$ cat config.mk
export PLATFORM = sky130hd
export DESIGN_NAME = pdpr_lane
export DESIGN_NICKNAME = d
export VERILOG_FILES = /design/src/rtl/core/pdpr_pkg.sv /design/src/rtl/core/pdpr_lane.sv
export SDC_FILE = /design/constraint.sdc
export NUM_CORES = 1
export LEC_CHECK = 0
export BUFFER_PORTS_ARGS = -buffer_cell sky130_fd_sc_hd__buf_4
export CAP_MARGIN = 10
export CORE_MARGIN = 1.5
export CORE_UTILIZATION = 47
export DETAILED_ROUTE_END_ITERATION = 8
export GPL_ROUTABILITY_DRIVEN = 0
export GPL_TIMING_DRIVEN = 0
export PLACE_DENSITY = 0.86
export SLEW_MARGIN = 25
export SYNTH_ARGS = -nofsm -noshare
export SYNTH_HDL_FRONTEND = slang
export SYNTH_SLANG_ARGS = --single-unit
$ cat constraint.sdc
create_clock -name vclk -period 4.6
set_clock_uncertainty 0.1 [all_clocks]
set_input_delay 0.46 -clock vclk [all_inputs]
set_output_delay 0.46 -clock vclk [all_outputs]
set_load 0.05 [all_outputs]
$ cat src/rtl/core/pdpr_pkg.sv
// ----------------------------------------------------------------------------
// pdpr_pkg
// Shared types and constants of the planar delta pixel reconstruction block.
// ----------------------------------------------------------------------------
package pdpr_pkg;

    localparam int LANE_W     = 8;
    localparam int NUM_LANES  = 4;
    localparam int WORD_W     = LANE_W * NUM_LANES;

    // Lane order inside a stored pixel word
    localparam int LANE_BLUE  = 0;
    localparam int LANE_GREEN = 1;
    localparam int LANE_RED   = 2;
    localparam int LANE_ALPHA = 3;

    localparam int CFG_WIDTH_W  = 13;
    localparam int CFG_HEIGHT_W = 16;
    localparam int ROW_W        = 16;
    localparam int APB_ADDR_W   = 4;
    localparam int APB_DATA_W   = 32;

    localparam logic [LANE_W-1:0] ALPHA_OPAQUE = 8'hFF;

    typedef logic [WORD_W-1:0] word_t;

    typedef enum logic [1:0] {
        REG_IMAGE_WIDTH  = 2'd0,
        REG_IMAGE_HEIGHT = 2'd1,
        REG_USE_ALPHA    = 2'd2
    } reg_index_t;

    // Control carried alongside a request in the line store read stage
    typedef struct packed {
        logic valid;
        logic ovf;
        logic last;
        logic add_above;
        logic alpha_on;
    } stage_ctrl_t;

endpackage

$ cat src/rtl/core/pdpr_lane.sv
// ----------------------------------------------------------------------------
// pdpr_lane
// One 8-bit channel: decorrelation, horizontal running sum, vertical add.
// ----------------------------------------------------------------------------
module pdpr_lane
    import pdpr_pkg::*;
(
    input  logic [LANE_W-1:0] plane,
    input  logic [LANE_W-1:0] green,
    input  logic              add_green,
    input  logic              row_first,
    input  logic [LANE_W-1:0] row_sum,
    output logic [LANE_W-1:0] sum,
    input  logic [LANE_W-1:0] sum_s1,
    input  logic [LANE_W-1:0] above,
    input  logic              add_above,
    output logic [LANE_W-1:0] res
);

    logic [LANE_W-1:0] pix;

    // all adds wrap modulo 256
    assign pix = add_green ? (plane + green) : plane;
    assign sum = (row_first ? '0 : row_sum) + pix;
    assign res = sum_s1 + (add_above ? above : '0);

endmodule

==> results of run 1 <==
==> area by class of cell <==
type / instances / area [um2] / area share, %
multi-input cells: 113 / 966 / 65.8
repair buffers: 58 / 435 / 29.6
well taps: 27 / 33.8 / 2.30
inverters: 8 / 30.0 / 2.04
plain buffers: 1 / 3.75 / 0.256
==> power groups by stage <==
stage               clock [mW]  combinational [mW]  sequential, mW
floorplan                    0               0.248               0
global placement             0               0.340               0
detailed placement           0               0.348               0
CTS                          0               0.349               0
global route                 0               0.370               0
finish                       0               0.346               0
==> per-stage QoR <==
step | power [mW] | instance area (um2) | hold slack [ns] | setup WS [ns]
final | 0.346 | 1470 | 1.20 | 0.557
after detailed placement | 0.348 | 1470 | 1.20 | 0.545
after CTS | 0.349 | 1470 | 1.21 | 0.540
after global placement | 0.340 | 1470 | 1.20 | 0.583
after global routing | 0.370 | 1470 | 1.23 | 0.408
after floorplan | 0.248 | 1000 | 1.20 | 0.394
==> worst paths after layout <==
check | to | slack (ns) | depth (start not counted)
worst min-delay path | res[0] | 1.20 | 3
worst max-delay path | sum[7] | 0.56 | 15
==> worst max-delay path, stage by stage <==
cell and delay (ns):
sky130_fd_sc_hd__buf_4 0.12, sky130_fd_sc_hd__ha_1 0.24, sky130_fd_sc_hd__fa_1 0.42, sky130_fd_sc_hd__a21o_1 0.19
sky130_fd_sc_hd__a21oi_2 0.17, sky130_fd_sc_hd__xnor2_1 0.08, sky130_fd_sc_hd__mux2_2 0.27, sky130_fd_sc_hd__ha_1 0.36
sky130_fd_sc_hd__nand3_1 0.12, sky130_fd_sc_hd__o2111ai_2 0.15, sky130_fd_sc_hd__a21o_1 0.20, sky130_fd_sc_hd__a21o_1 0.18
sky130_fd_sc_hd__xnor2_1 0.18, sky130_fd_sc_hd__xnor2_1 0.13, sky130_fd_sc_hd__buf_4 0.22
==> cell families after synthesis <==
group           count (synthesis)  share of synthesized area [%]
xor+xnor                       20                           17.5
mux                             5                           5.63
fa+ha+maj                      24                           32.3
compound gates                 30                           23.3
buf+inv                         9                           3.38
simple gates                   34                           17.9
==> metal layers <==
| metal | GRT usage, % | vias up | part of all wire [%] |
|---|---|---|---|
| met3 | 6.13 | 0 | 12 |
| li1 | - | 549 | - |
| met2 | 41.0 | 49 | 52 |
| met1 | 21.3 | 453 | 37 |
| met4 | 0 | 0 | 0 |
| met5 | 0 | - | 0 |
==> cells in the final DEF (no fill, tap or decap) <==
master	count
sky130_fd_sc_hd__o41ai_2	1
sky130_fd_sc_hd__nand2b_1	1
sky130_fd_sc_hd__o32ai_2	1
sky130_fd_sc_hd__o2111ai_2	1
sky130_fd_sc_hd__a211oi_1	1
sky130_fd_sc_hd__ha_1	21
sky130_fd_sc_hd__a21oi_2	3
sky130_fd_sc_hd__xnor2_1	17
sky130_fd_sc_hd__and2_1	6
sky130_fd_sc_hd__o21a_1	3
sky130_fd_sc_hd__a211oi_2	1
sky130_fd_sc_hd__buf_4	58
sky130_fd_sc_hd__nor2b_1	9
sky130_fd_sc_hd__or3_1	1
sky130_fd_sc_hd__o22ai_1	1
sky130_fd_sc_hd__o21ai_1	1
sky130_fd_sc_hd__nor3_1	1
sky130_fd_sc_hd__o21bai_1	1
sky130_fd_sc_hd__a21o_1	7
sky130_fd_sc_hd__inv_1	8
sky130_fd_sc_hd__o21ai_0	4
sky130_fd_sc_hd__a21oi_1	5
sky130_fd_sc_hd__nand3_1	2
sky130_fd_sc_hd__nand2_1	6
sky130_fd_sc_hd__nor2_1	7
sky130_fd_sc_hd__xor2_1	3
sky130_fd_sc_hd__and2b_2	1
sky130_fd_sc_hd__fa_1	3
sky130_fd_sc_hd__clkbuf_1	1
sky130_fd_sc_hd__mux2_2	5
==> impl_table.tex, run 1 <==
\begin{tabular}{lr}
\hline
Metric & Value \\
\hline
\multicolumn{2}{l}{\textbf{Run status}} \\
Result of the run & completed \\
\multicolumn{2}{l}{\textbf{Global routing}} \\
Global-route total usage across every layer & 20.3\% \\
Via count of the first global-routing pass & 1071 \\
Total gr overflow & 0 \\
Largest net degree at the start of global routing & 11 \\
Initial antenna violation count & 0 \\
Global-route wire length before repair & 4080 um \\
\multicolumn{2}{l}{\textbf{Power and ir drop}} \\
Clock share of power & 0\% \\
Net switching share of the total power & 60.6\% \\
Power share of the sequential group & 0\% \\
PD cells & 235 mW/mm2 \\
Static leakage power & 0.769 nW \\
Share of total power in combinational logic & 100.0\% \\
Internal power consumption & 0.136 mW \\
Maximum VDD drop & 0.000192 V \\
Net switching power figure & 0.210 mW \\
\multicolumn{2}{l}{\textbf{Yosys}} \\
Commonest cells in the netlist & sky130\_fd\_sc\_hd\_\_ha\_1, sky130\_fd\_sc\_hd\_\_xnor2\_1, sky130\_fd\_sc\_hd\_\_nor2b\_1, sky130\_fd\_sc\_hd\_\_inv\_1 \\
Proportion of netlist area held by the largest area contributor & approximately a quarter \\
Fraction of the yosys area taken by sequential cells & 0\% \\
Most area-hungry cell type in the Yosys netlist & sky130\_fd\_sc\_hd\_\_ha\_1 \\
Most repeated cell in the gate-level netlist after synthesis & sky130\_fd\_sc\_hd\_\_ha\_1 \\
Synth Area per Inst & 8.19 um2 \\
Yosys warning total & 0 \\
Synth unique cells & 29 \\
Instance count of the mapped netlist & about 120 \\
Post-Synthesis Cell Area & approximately 1000 um2 \\
Area contributors post-synth & sky130\_fd\_sc\_hd\_\_ha\_1, sky130\_fd\_sc\_hd\_\_xnor2\_1, sky130\_fd\_sc\_hd\_\_fa\_1, sky130\_fd\_sc\_hd\_\_mux2\_2, sky130\_fd\_sc\_hd\_\_nor2b\_1 \\
Synthesized Nets & 189 \\
\multicolumn{2}{l}{\textbf{STA}} \\
Max Slew Vio Count & 0 \\
Share of the cycle needed by the critical path after routing & 87.9\% \\
Setup violators final & 0 \\
Number of hold-slack violations in the final timing report & 0 \\
Shortest period the worst path allows & 4.04 ns \\
Max Freq & 247 MHz \\
Setup repair after global routing missed its margin & false \\
Max-slew headroom & 69.7\% \\
Accumulated negative setup slack & 0 ns \\
Worst-Margin Slew & 0.455 ns \\
\multicolumn{2}{l}{\textbf{Routing}} \\
Overall via count from detail\_route & $\sim$1100 \\
Routed WL & 2330 um \\
Via density per instance & 5.08 \\
Average wire per cell in the routed design & 11.2 um \\
Number of nets with antenna violations after routing & 0 \\
Pre-antenna DRT Iters & 2 \\
Number of remaining DRC errors & 0 \\
Initial DRC count & 5 \\
\multicolumn{2}{l}{\textbf{Die}} \\
Starting density of the core & 50.4\% \\
Total number of placement rows & 16 \\
Full die area & 0.00241 mm2 \\
Core box area & 0.00198 mm2 \\
Overall die height & roughly 50 um \\
Die span in x & 49.1 um \\
Ports placed on the boundary & 59 \\
\multicolumn{2}{l}{\textbf{Placement}} \\
Post-detailed-placement half-perimeter wirelength & 2160 um \\
Cell count after placement & 207 \\
Number of buffer cells added on primary ports & 58 \\
\multicolumn{2}{l}{\textbf{Critical path}} \\
Category of the most critical setup path & in -> out \\
Endpoint type of the worst setup path & output pin \\
CP Launch Type & input port \\
CP startpoint & plane[0] \\
Top fanout value on the critical path & 5 \\
Data required time at the worst endpoint & 4.04 ns \\
Critical Path AT & $\sim$3.5 ns \\
\multicolumn{2}{l}{\textbf{Final layout}} \\
Register Area & 0 um2 \\
Filler-free cell count of the finished design & 207 \\
Share of layout cells above drive strength 1 & 39.4\% \\
Fill count & 171 \\
Count of inserted antenna diode cells & 0 \\
Number of sequential cells & 0 \\
\# clk buffers & 0 \\
Share of the core filled with cells & 74.1\% \\
Layout net count & around 250 \\
Area Growth Syn to Fin & 46.9\% \\
\multicolumn{2}{l}{\textbf{Clock network}} \\
Hold bufs inserted after CTS & 0 \\
Cts repair resizes & 0 \\
Post-CTS setup buffer count & 0 \\
\multicolumn{2}{l}{\textbf{Min path}} \\
Worst Min Path Start & sum\_s1[0] \\
Kind of path behind the tightest hold check & in -> out \\
\multicolumn{2}{l}{\textbf{Flow run}} \\
Max Cap Violations & 0 \\
\hline
\end{tabular}
Power figures use the tool's default switching activity.
==> run 2, diff against run 1 <==
Settings changed: CORE_ASPECT_RATIO set to 0.6, CORE_UTILIZATION 47 to 42, PLACE_DENSITY 0.86 to 0.81.
Clock period 4.6 ns to 3.6 ns, I/O delays scaled along.
==> run 2 against run 1 <==
  * Cell count rose by 3.9%
  * First-iteration DRC count up 120%
  * Critical path type unchanged
  * Die area is 12% higher
==> impl_table.tex, run 2 (same netlist as run 1, synthesis figures left out) <==
\begin{tabular}{lr}
\hline
Metric & Value \\
\hline
\multicolumn{2}{l}{\textbf{Placement}} \\
Number of buffer cells added on primary ports & 58 (unchanged) \\
Post-detailed-placement half-perimeter wirelength & 2320 um (+7.7\%) \\
Cell count after placement & 210 (+1.4\%) \\
Worst setup timing slack at the placement stage & -0.154 ns (-0.700 ns) \\
\multicolumn{2}{l}{\textbf{Critical path}} \\
CP Launch Type & input port \\
Cell class contributing the biggest share of worst-path delay & compound AO/OA/AOI/OAI gates \\
Top fanout value on the critical path & 4 (-1) \\
Most repeated library cell on the critical path & sky130\_fd\_sc\_hd\_\_a21o\_1 \\
Cell with the biggest individual delay on the critical path & sky130\_fd\_sc\_hd\_\_fa\_2 \\
Category of the most critical setup path & in -> out \\
Endpoint type of the worst setup path & output pin \\
Critical Path AT & 3.03 ns (-0.45 ns) \\
Cells along the critical path & buf\_6 > ha\_4 > fa\_2 > a21o\_1 > a21oi\_2 > xnor2\_1 > mux2\_4 > ha\_4 > nand3\_2 > o2111ai\_2 > a21o\_1 > a21o\_1 > xnor2\_2 > xnor2\_2 > buf\_6 \\
Number of buffer and inverter stages on the critical path & 2 (unchanged) \\
Data required time at the worst endpoint & 3.14 ns (-0.90 ns) \\
Largest stage delay on the critical path & 0.34 ns (-0.08 ns) \\
\multicolumn{2}{l}{\textbf{Power and ir drop}} \\
Net switching power figure & 0.284 mW (+36\%) \\
Clock share of power & 0\% (unchanged) \\
Internal power consumption & 0.200 mW (+47\%) \\
Static leakage power & 0.812 nW (+5.6\%) \\
Share of total power in combinational logic & 100.0\% (about the same) \\
Power share of the sequential group & 0\% (unchanged) \\
Maximum VDD drop & 0.000194 V (+0.69\%) \\
Net switching share of the total power & 58.7\% (-2.0 points) \\
PD cells & 302 mW/mm2 (+28\%) \\
\multicolumn{2}{l}{\textbf{Final layout}} \\
Layout net count & 254 (+2.0\%) \\
Register Area & 0 um2 (unchanged) \\
Most frequent cells in the layout & sky130\_fd\_sc\_hd\_\_buf\_4, sky130\_fd\_sc\_hd\_\_ha\_1, sky130\_fd\_sc\_hd\_\_xnor2\_1 \\
\# clk buffers & 0 (unchanged) \\
Area Growth Syn to Fin & 60.3\% \\
Filler-free cell count of the finished design & 215 (+3.9\%) \\
Share of layout cells above drive strength 1 & 46.5\% (+7.0 points) \\
Count of inserted antenna diode cells & 0 (unchanged) \\
Multi-input gate area in the final layout & 0.00105 mm2 (+8.4\%) \\
Fill count & 173 (+1.2\%) \\
Most frequent standard cell in the layout excluding fill and tap cells & sky130\_fd\_sc\_hd\_\_buf\_4 \\
Number of sequential cells & 0 (unchanged) \\
\multicolumn{2}{l}{\textbf{STA}} \\
Share of the cycle needed by the critical path after routing & 96.8\% \\
Shortest period the worst path allows & 3.49 ns \\
Max Freq & 287 MHz \\
Worst-Margin Slew & 0.494 ns (+0.0394 ns) \\
Worst Slack Setup Final & 0.114 ns (-0.443 ns) \\
Setup violators final & 0 (unchanged) \\
Number of hold-slack violations in the final timing report & 0 (unchanged) \\
Accumulated negative setup slack & 0 ns (unchanged) \\
Max Slew Vio Count & 0 (unchanged) \\
Hold Worst Slack & 1.00 ns (-0.200 ns) \\
Max-slew headroom & 67.1\% (-2.6 points) \\
\multicolumn{2}{l}{\textbf{Run status}} \\
Result of the run & completed \\
\multicolumn{2}{l}{\textbf{Min path}} \\
Endpoint with the worst hold slack & res[0] \\
Worst Min Path Start & sum\_s1[0] \\
Worst hold path cell count & 3 (unchanged) \\
Kind of path behind the tightest hold check & in -> out \\
\multicolumn{2}{l}{\textbf{Global routing}} \\
Total gr overflow & 0 (unchanged) \\
Largest net degree at the start of global routing & 11 (unchanged) \\
Initial antenna violation count & 0 (unchanged) \\
Global-route wire length before repair & 3960 um (-3.0\%) \\
Global-route total usage across every layer & 18.9\% (-1.4 points) \\
Via count of the first global-routing pass & 956 (-11\%) \\
\multicolumn{2}{l}{\textbf{Die}} \\
Core box area & 0.00221 mm2 (+12\%) \\
Full die area & 0.00269 mm2 (+12\%) \\
Die span in x & 66.0 um (+34\%) \\
Total number of placement rows & 13 (-3) \\
Starting density of the core & 45.2\% (-5.2 points) \\
Overall die height & 40.8 um (-17\%) \\
Ports placed on the boundary & 59 (unchanged) \\
\multicolumn{2}{l}{\textbf{Routing}} \\
Via density per instance & 5.06 (-0.33\%) \\
Average wire per cell in the routed design & 12.6 um (+12\%) \\
Pre-antenna DRT Iters & 4 (+2) \\
Number of remaining DRC errors & 0 (unchanged) \\
Initial DRC count & 11 (+6) \\
Overall via count from detail\_route & 1088 (+3.5\%) \\
Number of nets with antenna violations after routing & 0 (unchanged) \\
Routed WL & 2700 um (+16\%) \\
\multicolumn{2}{l}{\textbf{Clock network}} \\
Hold bufs inserted after CTS & 0 (unchanged) \\
\multicolumn{2}{l}{\textbf{Flow run}} \\
Max Cap Violations & 0 (unchanged) \\
\hline
\end{tabular}
## run 2: area by class of cell
cell class                      count  area share, %
Buffer                              1          0.234
Inverter                            8           1.87
Multi-Input combinational cell    113           65.3
Tap cell                           30           2.34
Timing Repair Buffer               63           30.2
## run 2: worst max path at each step
stage	cells after the start	startpoint	to
global route	15	plane[0]	sum[7]
floorplan	13	plane[0]	sum[7]
CTS	15	plane[0]	sum[7]
global placement	15	plane[0]	sum[7]
finish	15	plane[0]	sum[7]
detailed placement	15	plane[0]	sum[7]
## run 2: repair_timing
action	in CTS	in global routing
pin swaps	5	13
setup buffers	2	3
gates resized for setup	4	8
endpoints found under the setup margin	1	1
## run 2: per-stage QoR
step	util (%)	cell area, um2	total power [mW]
after global routing	72.5	1600	0.518
after detailed placement	67.6	1500	0.454
final	72.5	1600	0.484
after CTS	69.3	1530	0.466
after global placement	67.6	1500	0.444
after floorplan	-	1020	0.325
## run 2: routing by layer
metal  part of all wire [%]  track usage (%)  up-vias
li1                       -                -      556
met1                     45             24.5      506
met2                     51             37.6       24
met3                    3.3            0.824        2
met4                    1.0             1.53        0
met5                      0                0        -
## run 2: tightest hold or removal path: cells and delay by family
kind / cells / cell delay (ns)
buf+inv: 2 / 0.27
fa+ha+maj: 1 / 0.12
## run 2: power groups by stage
| stage | logic [mW] | registers (mW) | clock network (mW) |
|---|---|---|---|
| after floorplan | 0.325 | 0 | 0 |
| after global placement | 0.444 | 0 | 0 |
| after detailed placement | 0.454 | 0 | 0 |
| after CTS | 0.466 | 0 | 0 |
| after global routing | 0.518 | 0 | 0 |
| final | 0.484 | 0 | 0 |
==> run 3, diff against run 2 <==
Settings changed: BUFFER_PORTS_ARGS -buffer_cell sky130_fd_sc_hd__buf_4 to not set, CORE_UTILIZATION 42 to 45, DONT_BUFFER_PORTS set to 1, PLACE_DENSITY 0.81 to not set, SETUP_SLACK_MARGIN set to 0.15.
==> run 3 against run 2 <==
  * Cell count decreased by 30%
  * Worst setup slack worse by 0.020 ns
  * Critical path depth fell by 5
  * Highest routed layer is now met3
  * Via count shrank 24%
  * Hold slack worse by 0.025 ns
  * Core utilization decreased by 15 points
==> impl_table.tex, run 3 (same netlist as run 1, synthesis figures left out) <==
\begin{tabular}{lr}
\hline
Metric & Value \\
\hline
\multicolumn{2}{l}{\textbf{Min path}} \\
Kind of path behind the tightest hold check & in -> out \\
\multicolumn{2}{l}{\textbf{Global routing}} \\
Global-route total usage across every layer & 15.5\% (-3.4 points) \\
Via count of the first global-routing pass & 706 (-26\%) \\
Global-route wire length before repair & 3100 um (-22\%) \\
Initial antenna violation count & 0 (unchanged) \\
Largest net degree at the start of global routing & 11 (unchanged) \\
Total gr overflow & 0 (unchanged) \\
\multicolumn{2}{l}{\textbf{Routing}} \\
Routed WL & 2090 um (-23\%) \\
Number of remaining DRC errors & 0 (unchanged) \\
Initial DRC count & 10 (-1) \\
Overall via count from detail\_route & 832 (-24\%) \\
Pre-antenna DRT Iters & 4 (unchanged) \\
Average wire per cell in the routed design & 13.8 um (+10\%) \\
Via density per instance & 5.51 (+8.9\%) \\
Number of nets with antenna violations after routing & 0 (unchanged) \\
\multicolumn{2}{l}{\textbf{Die}} \\
Overall die height & 39.5 um (-3.1\%) \\
Starting density of the core & 50.8\% (+5.6 points) \\
Full die area & 0.00252 mm2 (-6.3\%) \\
Die span in x & 63.9 um (-3.2\%) \\
Ports placed on the boundary & 59 (unchanged) \\
Total number of placement rows & 12 (-1) \\
Core box area & 0.00197 mm2 (-11\%) \\
\multicolumn{2}{l}{\textbf{Critical path}} \\
Data required time at the worst endpoint & 3.14 ns (about the same) \\
CP Launch Type & input port \\
Critical Path AT & 3.05 ns (+0.02 ns) \\
Endpoint type of the worst setup path & output pin \\
Category of the most critical setup path & in -> out \\
Top fanout value on the critical path & 5 (+1) \\
\multicolumn{2}{l}{\textbf{Final layout}} \\
Number of sequential cells & 0 (unchanged) \\
Share of layout cells above drive strength 1 & 19.5\% (-27 points) \\
Most frequent standard cell in the layout excluding fill and tap cells & sky130\_fd\_sc\_hd\_\_ha\_1 \\
Count of inserted antenna diode cells & 0 (unchanged) \\
Area Growth Syn to Fin & 13.0\% \\
\# clk buffers & 0 (unchanged) \\
Most frequent cells in the layout & sky130\_fd\_sc\_hd\_\_ha\_1, sky130\_fd\_sc\_hd\_\_xnor2\_1, sky130\_fd\_sc\_hd\_\_nor2b\_1 \\
Post-route cell area & 0.00113 mm2 (-30\%) \\
Share of the core filled with cells & 57.4\% (-15 points) \\
Filler-free cell count of the finished design & 151 (-30\%) \\
Register Area & 0 um2 (unchanged) \\
Layout net count & 192 (-24\%) \\
\multicolumn{2}{l}{\textbf{STA}} \\
Max Freq & 285 MHz (-0.57\%) \\
Shortest period the worst path allows & 3.51 ns (+0.0199 ns) \\
Setup violators final & 0 (unchanged) \\
Share of the cycle needed by the critical path after routing & 97.4\% (+0.55 points) \\
Worst-Margin Slew & 1.10 ns (+0.602 ns) \\
Max-slew headroom & 26.4\% (-41 points) \\
Hold Worst Slack & 0.977 ns (-0.0249 ns) \\
Max Slew Vio Count & 0 (unchanged) \\
Number of hold-slack violations in the final timing report & 0 (unchanged) \\
Setup repair after global routing missed its margin & true \\
\multicolumn{2}{l}{\textbf{Power and ir drop}} \\
Share of total power in combinational logic & 100.0\% (about the same) \\
Power share of the sequential group & 0\% (unchanged) \\
PD cells & 335 mW/mm2 (+11\%) \\
Net switching power figure & 0.260 mW (-8.5\%) \\
Net switching share of the total power & 68.5\% (+9.9 points) \\
Clock share of power & 0\% (unchanged) \\
Internal power consumption & 0.119 mW (-40\%) \\
Power after layout & 0.379 mW (-22\%) \\
Static leakage power & 0.528 nW (-35\%) \\
Maximum VDD drop & 0.000147 V (-24\%) \\
\multicolumn{2}{l}{\textbf{Placement}} \\
Cell count after placement & 150 (-29\%) \\
Number of buffer cells added on primary ports & 0 (-100\%) \\
Post-detailed-placement half-perimeter wirelength & 1850 um (-20\%) \\
Placed cell area & 0.00108 mm2 (-28\%) \\
\multicolumn{2}{l}{\textbf{Run status}} \\
Result of the run & completed \\
\multicolumn{2}{l}{\textbf{Flow run}} \\
Max Cap Violations & 0 (unchanged) \\
\hline
\end{tabular}
## run 3: timing repair
| action | CTS | global route |
|---|---|---|
| pin swaps | 5 | 8 |
| setup buffers | 0 | 1 |
| hold buffers | 0 | 0 |
| endpoints found under the setup margin | 3 | 2 |
| gates resized for setup | 1 | 3 |
## run 3: area by class of cell
| cell class | count | area (um2) |
|---|---|---|
| inverter | 8 | 30.0 |
| buffer | 1 | 3.75 |
| timing repair buffer | 1 | 7.51 |
| tap | 28 | 35.0 |
| fill | 176 | 837 |
| multi-input combinational | 113 | 1050 |
## run 3: per-layer routing
metal	part of all wire (%)	vias to the layer above	global-route usage (%)
met5	0	-	0
met4	0	0	0
met3	8.4	0	2.59
met2	40	32	24.5
met1	52	369	23.2
li1	-	431	-
## run 3: worst paths after layout
path	slack (ns)	depth (start not counted)	to	start
max	0.09	10	sum[5]	plane[0]
min	0.98	2	res[7]	sum_s1[7]
## run 3: stage by stage
stage | setup WS (ns) | setup TNS [ns]
after global routing | -0.0369 | -0.0704
final | 0.0944 | 0
after CTS | 0.0634 | 0
after floorplan | 0.150 | 0
after detailed placement | 0.0210 | 0
after global placement | 0.0304 | 0
## run 3: worst max-delay path, stage by stage
cell	delay, ns
sky130_fd_sc_hd__ha_2	0.19
sky130_fd_sc_hd__fa_2	0.37
sky130_fd_sc_hd__a21o_1	0.17
sky130_fd_sc_hd__a21oi_2	0.16
sky130_fd_sc_hd__xnor2_1	0.09
sky130_fd_sc_hd__mux2_4	0.27
sky130_fd_sc_hd__ha_4	0.30
sky130_fd_sc_hd__nand3_2	0.08
sky130_fd_sc_hd__o2111ai_2	0.24
sky130_fd_sc_hd__xor2_1	0.81
## run 3: power groups by stage
stage | Combinational (mW) | Sequential (mW) | Clock, mW
after floorplan | 0.336 | 0 | 0
after global routing | 0.402 | 0 | 0
final | 0.379 | 0 | 0
after detailed placement | 0.360 | 0 | 0
after CTS | 0.366 | 0 | 0
after global placement | 0.357 | 0 | 0
